==> config.mk <==
export PLATFORM = sky130hd
export DESIGN_NAME = encoder_button_filter_tuner_core_flat
export DESIGN_NICKNAME = d
export VERILOG_FILES = /design/src/ebft_pkg.sv /design/src/ebft_in_if.sv /design/src/ebft_out_if.sv /design/src/encoder_button_filter_tuner_core.sv /design/src/ebft_update.sv /design/src/flat_wrapper.sv
export SDC_FILE = /design/constraint.sdc
export NUM_CORES = 1
export LEC_CHECK = 0
export BUFFER_PORTS_ARGS = -buffer_cell sky130_fd_sc_hd__buf_4
export CAP_MARGIN = 5
export CELL_PAD_IN_SITES_DETAIL_PLACEMENT = 1
export CELL_PAD_IN_SITES_GLOBAL_PLACEMENT = 1
export CORE_AREA = 4 4 203 205
export DETAILED_ROUTE_END_ITERATION = 8
export DIE_AREA = 0 0 207 209
export GPL_ROUTABILITY_DRIVEN = 0
export HOLD_SLACK_MARGIN = 0.02
export MAX_ROUTING_LAYER = met4
export PLACE_DENSITY = 0.82
export RECOVER_POWER = 25
export SLEW_MARGIN = 20
export SYNTH_ARGS = -nofsm -noshare
export SYNTH_HDL_FRONTEND = slang
export SYNTH_SLANG_ARGS = --single-unit
==> constraint.sdc <==
create_clock -name i_clk -period 10.13 [get_ports i_clk]
set_clock_uncertainty 0.2 [all_clocks]
set_input_delay 1.5195 -clock i_clk [delete_from_list [all_inputs] [get_ports i_clk]]
set_output_delay 1.5195 -clock i_clk [all_outputs]
set_load 0.01 [all_outputs]
==> src/ebft_pkg.sv <==
// ============================================================================
// ebft_pkg: shared types and constants of the encoder and button tuner
// Field widths, value limits, reset values and the structs that carry an
// input item, the configuration, the tuner state and one result.
// ============================================================================
`timescale 1ns / 1ps

package ebft_pkg;

    localparam int TimeW    = 32;
    localparam int ValW     = 12;
    localparam int StepW    = 8;
    localparam int LockW    = 8;
    localparam int PressW   = 16;
    localparam int CfgDataW = 16;
    localparam int CfgIdxW  = 2;

    localparam logic [ValW-1:0] ValMin  = 12'd50;
    localparam logic [ValW-1:0] ValMax  = 12'd3000;
    localparam logic [ValW-1:0] BwHigh  = 12'd1000;
    localparam logic [ValW-1:0] BwLow   = 12'd50;
    localparam logic [ValW-1:0] BwMid   = 12'((1000 + 50) / 2);
    localparam logic [ValW-1:0] BwReset = 12'd150;
    localparam logic [ValW-1:0] CfReset = 12'd700;

    localparam logic [StepW-1:0]  StepReset  = 8'd10;
    localparam logic [LockW-1:0]  LockReset  = 8'd5;
    localparam logic [PressW-1:0] LongReset  = 16'd1000;
    localparam logic [PressW-1:0] ShortReset = 16'd150;

    localparam logic ModeEncoder = 1'b0;
    localparam logic ModeButton  = 1'b1;
    localparam logic BtnPressed  = 1'b0;
    localparam logic PageBw      = 1'b0;

    typedef enum logic [CfgIdxW-1:0] {
        CfgStep    = 2'd0,
        CfgLockout = 2'd1,
        CfgLong    = 2'd2,
        CfgShort   = 2'd3
    } t_cfg_idx;

    typedef struct packed {
        logic             mode;
        logic [TimeW-1:0] time_ms;
        logic             enc_clk;
        logic             enc_dt;
        logic             button_level;
    } t_item;

    typedef struct packed {
        logic [StepW-1:0]  step_hz;
        logic [LockW-1:0]  lockout_ms;
        logic [PressW-1:0] long_press_ms;
        logic [PressW-1:0] short_press_ms;
    } t_cfg;

    typedef struct packed {
        logic             prev_clk;
        logic [TimeW-1:0] step_stamp;
        logic [TimeW-1:0] press_stamp;
        logic [ValW-1:0]  bw_value;
        logic [ValW-1:0]  cf_value;
        logic             page_sel;
    } t_state;

    typedef struct packed {
        logic [ValW-1:0] bandwidth_hz;
        logic [ValW-1:0] center_hz;
        logic            page;
        logic            changed;
    } t_result;

endpackage

==> src/ebft_in_if.sv <==
// ============================================================================
// ebft_in_if: input channel of the tuner
// Valid/ready channel that carries one encoder check or button edge event.
// ============================================================================
`timescale 1ns / 1ps

interface ebft_in_if;
    import ebft_pkg::*;

    logic             valid;
    logic             ready;
    logic             mode;
    logic [TimeW-1:0] time_ms;
    logic             enc_clk;
    logic             enc_dt;
    logic             button_level;

    modport source (
        output valid, mode, time_ms, enc_clk, enc_dt, button_level,
        input  ready
    );

    modport sink (
        input  valid, mode, time_ms, enc_clk, enc_dt, button_level,
        output ready
    );
endinterface

==> src/ebft_out_if.sv <==
// ============================================================================
// ebft_out_if: result channel of the tuner
// Valid/ready channel that carries the filter settings after each item.
// ============================================================================
`timescale 1ns / 1ps

interface ebft_out_if;
    import ebft_pkg::*;

    logic            valid;
    logic            ready;
    logic [ValW-1:0] bandwidth_hz;
    logic [ValW-1:0] center_hz;
    logic            page;
    logic            changed;

    modport source (
        output valid, bandwidth_hz, center_hz, page, changed,
        input  ready
    );

    modport sink (
        input  valid, bandwidth_hz, center_hz, page, changed,
        output ready
    );
endinterface

==> src/encoder_button_filter_tuner_core.sv <==
// ============================================================================
// encoder_button_filter_tuner_core: encoder and button tuner for a filter
// An accepted transaction is held in the input register and then moves into the result register.
// Throughput: one transaction per clock unless the result channel stalls, set by the loop from
// the tuner state through the update logic back into the state registers.
// Reset: synchronous, active low; clears both channels, restores the
// configuration defaults and the tuner state (bandwidth 150, center 700).
// ============================================================================
`timescale 1ns / 1ps

module encoder_button_filter_tuner_core (
    input  logic                          i_clk,
    input  logic                          i_rst_n,
    input  logic                          i_cfg_we,
    input  logic [ebft_pkg::CfgIdxW-1:0]  i_cfg_index,
    input  logic [ebft_pkg::CfgDataW-1:0] i_cfg_data,
    ebft_in_if.sink                       i_in,
    ebft_out_if.source                    o_out
);
    import ebft_pkg::*;

    // Configuration registers; the user must write them only while the block is idle; the block does not enforce it.
    t_cfg    r_cfg;

    // Input register: holds one accepted transaction until it is processed.
    logic    r_in_valid;
    t_item   r_in;

    // Tuner state, updated once per processed transaction.
    t_state  r_state;

    // Result register: decouples the result channel from the input side.
    logic    r_out_valid;
    t_result r_out;

    t_state  n_state;
    t_result n_out;
    t_item   w_item;
    logic    w_advance;

    assign w_item.mode         = i_in.mode;
    assign w_item.time_ms      = i_in.time_ms;
    assign w_item.enc_clk      = i_in.enc_clk;
    assign w_item.enc_dt       = i_in.enc_dt;
    assign w_item.button_level = i_in.button_level;

    // The staged item moves into the result register whenever that register
    // is empty or its content is being taken in the same cycle.
    assign w_advance  = r_in_valid && (!r_out_valid || o_out.ready);
    assign i_in.ready = !r_in_valid || w_advance;

    ebft_update u_update (
        .i_item   (r_in),
        .i_cfg    (r_cfg),
        .i_state  (r_state),
        .o_state  (n_state),
        .o_result (n_out)
    );

    always_ff @(posedge i_clk) begin
        if (!i_rst_n) begin
            r_in_valid           <= 1'b0;
            r_out_valid          <= 1'b0;
            r_cfg.step_hz        <= StepReset;
            r_cfg.lockout_ms     <= LockReset;
            r_cfg.long_press_ms  <= LongReset;
            r_cfg.short_press_ms <= ShortReset;
            r_state.prev_clk     <= 1'b1;
            r_state.step_stamp   <= '0;
            r_state.press_stamp  <= '0;
            r_state.bw_value     <= BwReset;
            r_state.cf_value     <= CfReset;
            r_state.page_sel     <= PageBw;
        end else begin
            if (i_in.ready) begin
                r_in_valid <= i_in.valid;
            end
            if (w_advance) begin
                r_out_valid <= 1'b1;
                r_state     <= n_state;
            end else if (o_out.ready) begin
                r_out_valid <= 1'b0;
            end
            if (i_cfg_we) begin
                case (t_cfg_idx'(i_cfg_index))
                    CfgStep:    r_cfg.step_hz        <= i_cfg_data[StepW-1:0];
                    CfgLockout: r_cfg.lockout_ms     <= i_cfg_data[LockW-1:0];
                    CfgLong:    r_cfg.long_press_ms  <= i_cfg_data[PressW-1:0];
                    CfgShort:   r_cfg.short_press_ms <= i_cfg_data[PressW-1:0];
                    default:    r_cfg                <= r_cfg;
                endcase
            end
        end
    end

    // Payload registers carry no reset; their valid flags guard them.
    always_ff @(posedge i_clk) begin
        if (i_in.ready) begin
            r_in <= w_item;
        end
        if (w_advance) begin
            r_out <= n_out;
        end
    end

    assign o_out.valid        = r_out_valid;
    assign o_out.bandwidth_hz = r_out.bandwidth_hz;
    assign o_out.center_hz    = r_out.center_hz;
    assign o_out.page         = r_out.page;
    assign o_out.changed      = r_out.changed;

    // Both tuned values always stay inside the saturation limits.
    a_bw_range: assert property (@(posedge i_clk) disable iff (!i_rst_n)
        r_out_valid |-> (r_out.bandwidth_hz >= ValMin && r_out.bandwidth_hz <= ValMax))
        else $error("bandwidth outside limits");

    a_cf_range: assert property (@(posedge i_clk) disable iff (!i_rst_n)
        r_out_valid |-> (r_out.center_hz >= ValMin && r_out.center_hz <= ValMax))
        else $error("center frequency outside limits");

    // A button press only records its time and never changes a setting.
    a_press_quiet: assert property (@(posedge i_clk) disable iff (!i_rst_n)
        (w_advance && r_in.mode == ModeButton && r_in.button_level == BtnPressed)
        |=> !r_out.changed)
        else $error("button press changed a setting");

    // The page only moves when a transaction is processed.
    a_page_hold: assert property (@(posedge i_clk) disable iff (!i_rst_n)
        !w_advance |=> $stable(r_state.page_sel))
        else $error("page changed without a transaction");

    // With both registers full and the result stalled, no input is taken.
    a_full_stall: assert property (@(posedge i_clk) disable iff (!i_rst_n)
        (r_in_valid && r_out_valid && !o_out.ready) |-> !i_in.ready)
        else $error("input accepted while pipeline is full");
endmodule

==> src/ebft_update.sv <==
// ============================================================================
// ebft_update: next-state logic of the tuner
// Works out the new tuner state and the result for one item in one pass.
// ============================================================================
`timescale 1ns / 1ps

module ebft_update (
    input  ebft_pkg::t_item   i_item,
    input  ebft_pkg::t_cfg    i_cfg,
    input  ebft_pkg::t_state  i_state,
    output ebft_pkg::t_state  o_state,
    output ebft_pkg::t_result o_result
);
    import ebft_pkg::*;

    logic [ValW-1:0]  w_sel;
    logic [ValW:0]    w_up_sum;
    logic [ValW:0]    w_dn_floor;
    logic [ValW-1:0]  w_up_val;
    logic [ValW-1:0]  w_dn_val;
    logic [ValW-1:0]  w_moved;
    logic [TimeW-1:0] w_elapsed;
    logic [TimeW-1:0] w_dur;
    logic             w_open;
    logic             w_fall;
    logic             w_long;
    logic             w_short;
    t_state           w_next;

    // Saturating step of the value that the page selects.
    assign w_sel      = i_state.page_sel ? i_state.cf_value : i_state.bw_value;
    assign w_up_sum   = {1'b0, w_sel} + {{(ValW + 1 - StepW){1'b0}}, i_cfg.step_hz};
    assign w_dn_floor = {{(ValW + 1 - StepW){1'b0}}, i_cfg.step_hz} + {1'b0, ValMin};
    assign w_up_val   = (w_up_sum > {1'b0, ValMax}) ? ValMax : w_up_sum[ValW-1:0];
    assign w_dn_val   = ({1'b0, w_sel} < w_dn_floor) ? ValMin
                      : w_sel - {{(ValW - StepW){1'b0}}, i_cfg.step_hz};
    assign w_moved    = i_item.enc_dt ? w_up_val : w_dn_val;

    // Time differences wrap modulo 2^32, as the timestamp does.
    assign w_elapsed = i_item.time_ms - i_state.step_stamp;
    assign w_dur     = i_item.time_ms - i_state.press_stamp;
    assign w_open    = w_elapsed >= {{(TimeW - LockW){1'b0}}, i_cfg.lockout_ms};
    assign w_fall    = !i_item.enc_clk && i_state.prev_clk;
    assign w_long    = w_dur > {{(TimeW - PressW){1'b0}}, i_cfg.long_press_ms};
    assign w_short   = w_dur > {{(TimeW - PressW){1'b0}}, i_cfg.short_press_ms};

    always_comb begin
        w_next = i_state;
        if (i_item.mode == ModeEncoder) begin
            if (w_open) begin
                w_next.prev_clk = i_item.enc_clk;
                if (w_fall) begin
                    w_next.step_stamp = i_item.time_ms;
                    if (i_state.page_sel == PageBw) begin
                        w_next.bw_value = w_moved;
                    end else begin
                        w_next.cf_value = w_moved;
                    end
                end
            end
        end else if (i_item.button_level == BtnPressed) begin
            w_next.press_stamp = i_item.time_ms;
        end else if (w_long) begin
            if (i_state.page_sel == PageBw) begin
                w_next.bw_value = (i_state.bw_value < BwMid) ? BwHigh : BwLow;
            end
        end else if (w_short) begin
            w_next.page_sel = !i_state.page_sel;
        end
    end

    assign o_state               = w_next;
    assign o_result.bandwidth_hz = w_next.bw_value;
    assign o_result.center_hz    = w_next.cf_value;
    assign o_result.page         = w_next.page_sel;
    assign o_result.changed      = (w_next.bw_value != i_state.bw_value)
                                || (w_next.cf_value != i_state.cf_value)
                                || (w_next.page_sel != i_state.page_sel);
endmodule
==> src/flat_wrapper.sv <==
// flat-port wrapper written by rule: the top's interface ports become plain ports
module encoder_button_filter_tuner_core_flat import ebft_pkg::*;
  (i_clk, i_rst_n, i_cfg_we, i_cfg_index, i_cfg_data, i_in_valid, i_in_mode, i_in_time_ms, i_in_enc_clk, i_in_enc_dt, i_in_button_level, i_in_ready, o_out_valid, o_out_bandwidth_hz, o_out_center_hz, o_out_page, o_out_changed, o_out_ready);
  ebft_in_if i_in_i ();
  ebft_out_if o_out_i ();
  input  logic i_clk;
  input  logic i_rst_n;
  input  logic i_cfg_we;
  input  logic [ebft_pkg::CfgIdxW-1:0] i_cfg_index;
  input  logic [ebft_pkg::CfgDataW-1:0] i_cfg_data;
  input wire logic [$bits(i_in_i.valid)-1:0] i_in_valid;
  input wire logic [$bits(i_in_i.mode)-1:0] i_in_mode;
  input wire logic [$bits(i_in_i.time_ms)-1:0] i_in_time_ms;
  input wire logic [$bits(i_in_i.enc_clk)-1:0] i_in_enc_clk;
  input wire logic [$bits(i_in_i.enc_dt)-1:0] i_in_enc_dt;
  input wire logic [$bits(i_in_i.button_level)-1:0] i_in_button_level;
  output wire logic [$bits(i_in_i.ready)-1:0] i_in_ready;
  output wire logic [$bits(o_out_i.valid)-1:0] o_out_valid;
  output wire logic [$bits(o_out_i.bandwidth_hz)-1:0] o_out_bandwidth_hz;
  output wire logic [$bits(o_out_i.center_hz)-1:0] o_out_center_hz;
  output wire logic [$bits(o_out_i.page)-1:0] o_out_page;
  output wire logic [$bits(o_out_i.changed)-1:0] o_out_changed;
  input wire logic [$bits(o_out_i.ready)-1:0] o_out_ready;
  assign i_in_i.valid = i_in_valid;
  assign i_in_i.mode = i_in_mode;
  assign i_in_i.time_ms = i_in_time_ms;
  assign i_in_i.enc_clk = i_in_enc_clk;
  assign i_in_i.enc_dt = i_in_enc_dt;
  assign i_in_i.button_level = i_in_button_level;
  assign i_in_ready = i_in_i.ready;
  assign o_out_valid = o_out_i.valid;
  assign o_out_bandwidth_hz = o_out_i.bandwidth_hz;
  assign o_out_center_hz = o_out_i.center_hz;
  assign o_out_page = o_out_i.page;
  assign o_out_changed = o_out_i.changed;
  assign o_out_i.ready = o_out_ready;
  encoder_button_filter_tuner_core u_core (.i_clk(i_clk), .i_rst_n(i_rst_n), .i_cfg_we(i_cfg_we), .i_cfg_index(i_cfg_index), .i_cfg_data(i_cfg_data), .i_in(i_in_i), .o_out(o_out_i));
endmodule
==> run summary, run 1 <==
outcome - finished, violations left
failing checks - capacitance limit, slew limit
P_leak - 6.376 nW
Yosys cell types - 108
Die ar. - 0.04326 mm²
cell count after synthesis - 1,910
pwr dens - 140.3 mW/mm²
Placement Rows - 73
fraction of registers with async set/reset - 0%
die width - 207 µm
multi-input combinational cell area - 0.009926 mm²
routed via count - 14.57k
register area - 0.004664 mm²
routed len/inst - 19.96 µm
r2r worst-path depth - 19
PostCTS Resize Cnt - 0
initial antenna violation count - 0
Inserted Clock Buffers - 26
hold crit path type - flip-flop to flip-flop
Final period util - 58.95%
Mapped Area - 0.01562 mm²
DRC Markers - 0
IO Pins - 87
slack of the critical path - 4.158 ns
setup TNS - 0 ns
layout cells sized above 1 - 9.565%
Final Critical Period - 5.972 ns
hold-fix buffers at CTS - 0
Worst-Margin Slew - 2.587 ns
largest net degree at the start of global routing - 97
Seq/Total Area, Yosys - 29.87%
grt ovf - 0
# H-tree levels - 1
number of diodes - 0
worst ir drop on vdd - 0.0001284 V
CP Max Fanout - 8
most frequent cells in the layout - nand2_1, inv_1, dfxtp_1, ha_1, a21oi_1
initial drt markers - 992
starting density of the core - 39.58%
fillcell total - 4,760
Clock Tree Buf Depth - 3
Total Routing Usage GR - 22.64%
yosys warns - 0
First-pass DRT Iterations - 6
Pwr Total - 2.434 mW
port bufs - 86
Sink Count - 202
Max-cap violations - 1
CTS clock-pin slew for the worst setup and hold paths - 0.06 ns
first-pass GRT wire length - 79,480 µm
achievable frequency - 0.1674 GHz
final WL - 49,510 µm
number of global-route vias before repair - 15.06k
commonest non-fill, non-tap cell in the layout - nand2_1
CP startpoint kind - flip-flop
Setup CP Type - flip-flop to flip-flop
area delta synth->final - 11.08%
crit path DAT - 6.06 ns
Post-Syn Area per Cell - 8.176 µm²
headroom to the max-slew limit - -72.50%
final setup fails - 0
Crit path required time - 10.22 ns
EDFF count, synth - 62
Hold WS - 0.2626 ns
final hold vios - 0
DP HPWL - 38,460 µm
clock latency on the worst-skew pair - 0.56 ns
syn nets - 2,100
pre-CTS setup slack - 4.147 ns
flops & latches, synth - 202
RSZ-0062 raised after global routing - no
Top FF cell, synth - dfxtp_1
Worst Hold Depth - 2
total setup buffers inserted after CTS - 0
Final nets - 2,125
Slew Limit Fails - 38
TritonCTS clock tree - done
vias per cell - 5.873
DIE HEIGHT - 209 µm
Placeable Area - 0.03946 mm²
Clock Tree Root - clkbuf_16
DRT antenna net count - 0
Worst setup EP type - flip-flop
## power breakdown
group	total, mW	switching, mW	internal [mW]
logic	0.624	0.383	0.240
registers	0.904	0.0354	0.869
clock network	0.906	0.379	0.527
total	2.43	0.798	1.64
## worst paths after layout
path / startpoint / to / slack, ns
min reg2reg: u_core.r_state[30] / u_core.r_state[30] / 0.26
min: u_core.r_state[30] / u_core.r_state[30] / 0.26
max reg2reg: u_core.r_in[15] / u_core.o_out.changed / 4.16
max: u_core.r_in[15] / u_core.o_out.changed / 4.16
## Yosys cell counts, types with 45 or more instances
master,n,area share [%]
edfxtp_1,62,12
dfxtp_1,140,18
nor2b_1,56,2.2
o21ai_0,73,2.3
nand2_1,258,6.2
ha_1,126,10
mux2i_1,45,2.9
a21boi_0,63,3.0
inv_1,153,3.7
nor2_1,111,2.7
a21oi_1,122,3.9
clkbuf_1,60,1.4
## metrics by stage
stage | util, % | instances | area [µm²]
floorplan | - | 1910 | 15620
global placement | 41.91 | 2432 | 16540
detailed placement | 41.91 | 2432 | 16540
CTS | 44.05 | 2480 | 17380
global route | 43.96 | 2480 | 17350
finish | 43.96 | 2480 | 17350
## critical path: stages, from the launching register on
cell       delay (ns)
edfxtp_1         0.45
ha_1             0.48
nand4_1          0.25
or2_2            0.35
a211oi_1         0.28
nor2_1           0.16
xnor2_1          0.33
ha_1             0.34
a21oi_1          0.20
o21a_1           0.18
o211ai_1         0.10
o31a_1           0.36
nor2_1           0.12
o2111ai_1        0.09
or4_1            0.48
nor4_1           0.59
or3_1            0.24
o22ai_1          0.09
nor4_1           0.26
nand4_1          0.14
## registers in the layout, summed over array words and instances, names as in the netlist
signal and count:
u_core.o_out.valid 1, u_core.o_out.page 1, u_core.r_cfg 48, u_core.o_out.bandwidth_hz 12
u_core.o_out.center_hz 12, u_core.r_in 36, u_core.r_state 90, u_core.o_out.changed 1
u_core.r_in_valid 1
## cell type report
cell class / instances / share of cell area, %
repair buffers: 95 / 3.917
multi-input cells: 1456 / 57.22
well taps: 525 / 3.787
inverters: 154 / 3.332
flip-flops and latches: 202 / 26.89
clock inverters: 13 / 0.7285
clock buffers: 35 / 4.126
## layer usage
metal / part of all wire (%) / track usage, % / vias to the layer above
met5: 0 / - / -
li1: - / - / 6887
met2: 48 / 38.36 / 394
met3: 4.0 / 2.732 / 146
met1: 43 / 27.69 / 7138
met4: 4.5 / 8.801 / 0
## logic make-up after synthesis
kind of cell | share of synthesized area (%)
simple gates | 20.95
compound gates | 24.24
buf+inv | 6.650
flops | 29.87
fa+ha+maj | 10.74
xor+xnor | 3.533
mux | 4.022
(Power assumes the default switching activity.)
==> run 2: changes to the inputs <==
- ABC_AREA: not set -> 1
- PLACE_DENSITY: 0.82 -> 0.85
- clock period: 10.13 -> 5.5 ns (I/O delays scaled with it)
==> run 2 against run 1 <==
The run still ends with capacitance limit, slew limit left. Critical path depth increased by 8. Area after synthesis decreased by 0.26%. Non-clock buffer count increased by 2. Fmax increased by 18%. Sequential cell count unchanged. Die area unchanged. Utilization increased by 0.27 points. Cell count increased by 21%.
==> run summary, run 2 <==
fillcell total - 5,291
IO Pins - 87
most frequent cells in the layout - nand2_1, inv_1, a21oi_1, nor2_1, o21ai_0
DRC Markers - 0
final hold vios - 0
yosys warns - 0
area share of and/or/nand/nor cells after synthesis - 30.78%
Placeable Area - 0.03946 mm²
r2r worst-path depth - 27
DRT antenna net count - 0
Crit path required time - 5.79 ns
M3 GR Usage - 2.852%
Synth area leaders - dfxtp_1, nand2_1, edfxtp_1
mux cell area share after synthesis - 0%
final non-filler cell total - 3,012
clock latency on the worst-skew pair - 0.55 ns
Yosys cell types - 45
slack of the critical path - 0.4210 ns
Worst-Margin Slew - 2.557 ns
Placement Rows - 73
Clock Tree Buf Depth - 3
headroom to the max-slew limit - -70.46%
Top FF cell, synth - dfxtp_1
final core occ - 44.23%
CP Max Fanout - 10
routing usage on met1 - 28.08%
Post-Synth XOR/XNOR Area - 2.193%
Inserted Clock Buffers - 25
GRT busiest layer - met2
fraction of registers with async set/reset - 0%
Worst setup EP type - flip-flop
Placed Cells - 2,965
Sink Count - 202
hold crit path type - flip-flop to flip-flop
largest net degree at the start of global routing - 117
die width - 207 µm
DP HPWL - 42,810 µm
register area - 0.004664 mm²
count leader, synth - nand2_1
P_leak - 8.553 nW
Synth area leader - dfxtp_1
Final Critical Period - 5.079 ns
Clock Tree Root - clkbuf_16
routed via count - 15.93k
Final nets - 2,659
commonest non-fill, non-tap cell in the layout - nand2_1
vias per cell - 5.289
Hold WS - 0.2594 ns
cell count after synthesis - 2,399
initial drt markers - 761
Synth top area share - 17.99%
CP startpoint kind - flip-flop
Total Routing Usage GR - 24.58%
pre-CTS setup slack - 0.4687 ns
RSZ-0062 raised after global routing - no
Mapped Area - 0.01557 mm²
achievable frequency - 0.1969 GHz
Post-Syn Area per Cell - 6.492 µm²
pwr dens - 270.2 mW/mm²
Max-cap violations - 1
syn nets - 2,589
routed len/inst - 17.87 µm
Final period util - 92.35%
grt ovf - 0
multi-input combinational cell area - 0.009029 mm²
outcome - finished, violations left
EDFF count, synth - 62
final WL - 53,820 µm
DIE HEIGHT - 209 µm
complex-gate fraction of the synthesized area - 14.14%
max reg flops - 90
final setup fails - 0
Seq/Total Area, Yosys - 29.95%
starting density of the core - 39.47%
Die ar. - 0.04326 mm²
number of diodes - 0
flops & latches, synth - 202
First-pass DRT Iterations - 5
# H-tree levels - 1
met2 Use GR - 44.55%
hold-fix buffers at CTS - 0
port bufs - 86
TritonCTS clock tree - done
number of global-route vias before repair - 16.57k
Setup CP Type - flip-flop to flip-flop
CTS clock-pin slew for the worst setup and hold paths - 0.06 ns
setup TNS - 0 ns
initial antenna violation count - 0
largest registers - u_core.r_state: 90 flops, u_core.r_cfg: 48 flops, u_core.r_in: 36 flops
first-pass GRT wire length - 86,110 µm
Top reg by flops - u_core.r_state
layout cells sized above 1 - 7.398%
Synth top cells by count - nand2_1, inv_1, a21oi_1
post-synthesis adder-cell area fraction - 10.76%
failing checks - capacitance limit, slew limit
largest family of logic cells by synthesized area - simple AND/OR/NAND/NOR gates
worst ir drop on vdd - 0.0002811 V
area delta synth->final - 12.06%
Slew Limit Fails - 39
crit path DAT - 5.37 ns
Worst Hold Depth - 2
-- run 2: cell types whose count changed in the layout (fill, tap and decap cells not counted), moves of 56 or more --
cell / previous run / this run
nand2_1: 257 / 639
inv_1: 153 / 423
nand3_1: 32 / 154
o21ai_0: 73 / 178
a21oi_1: 122 / 205
nor2_1: 111 / 186
a21boi_0: 63 / 1
nor2b_1: 56 / 0
-- run 2: worst paths after layout --
path                       from            endpoint  slack, ns
min reg2reg  u_core.r_state[86]  u_core.r_state[86]       0.26
max              u_core.r_in[3]  u_core.r_state[24]       0.42
max reg2reg      u_core.r_in[3]  u_core.r_state[24]       0.42
min          u_core.r_state[86]  u_core.r_state[86]       0.26
-- run 2: report_power, final --
group	leakage (nW)	internal, mW	total, mW	switching (mW)
clock	0.378	0.923	1.59	0.668
sequential	1.76	1.62	1.69	0.0667
combinational	6.41	0.472	1.44	0.967
-- run 2: final cells by class --
cell class,count,share of cell area [%]
clock inverter,13,0.6022
tap,525,3.764
clock buffer,32,3.907
multi-input combinational,1704,51.73
sequential,202,26.73
timing repair buffer,97,3.828
inverter,439,9.442
-- run 2: cell families (layout without fill, tap and decap cells) --
kind of cell / after synthesis / in the layout
AND/OR/NAND/NOR: 1110 / 1111
flip-flops: 202 / 202
XOR/XNOR: 39 / 39
AO/OA/AOI/OAI: 423 / 423
adder cells (fa/ha/maj): 131 / 131
buffers and inverters: 494 / 581
-- run 2: per-layer routing --
layer / wire [µm] / share of wire (%)
met5: 0 / 0
met3: 2216 / 4.1
met1: 22150 / 41
met4: 2168 / 4.0
met2: 27280 / 51
-- run 2: critical path: stages, from the launching register on --
cell and delay, ns:
edfxtp_1 0.37, inv_1 0.08, ha_1 0.22, fa_1 0.43, nand3b_1 0.20, nand2_1 0.15
nand2_1 0.07, nand2_1 0.16, nand2_1 0.08, nand2_1 0.12, xor2_1 0.27, ha_1 0.17
nand2_1 0.05, nor2_1 0.16, nand2_1 0.11, nor2_1 0.14, nand3_1 0.09, nand2_1 0.07
nand3_1 0.06, nor2_1 0.10, nand3_1 0.09, nor2_1 0.21, nand2_1 0.23, nand2_2 0.23
nand2_1 0.24, o21ai_0 0.50, o21ai_0 0.16, inv_1 0.08
-- run 2: stage by stage --
step	instance area, µm²	power [mW]
2_1_floorplan	15570	2.683
3_3_place_gp	16710	3.061
3_5_place_dp	16710	3.137
4_1_cts	17500	4.745
5_1_grt	17450	5.005
6_report	17450	4.716
-- run 2: repair_timing --
item,in CTS,in global routing
gates resized for setup,0,0
endpoints found under the hold margin,0,0
endpoints found under the setup margin,0,1
buffers inserted,0,1
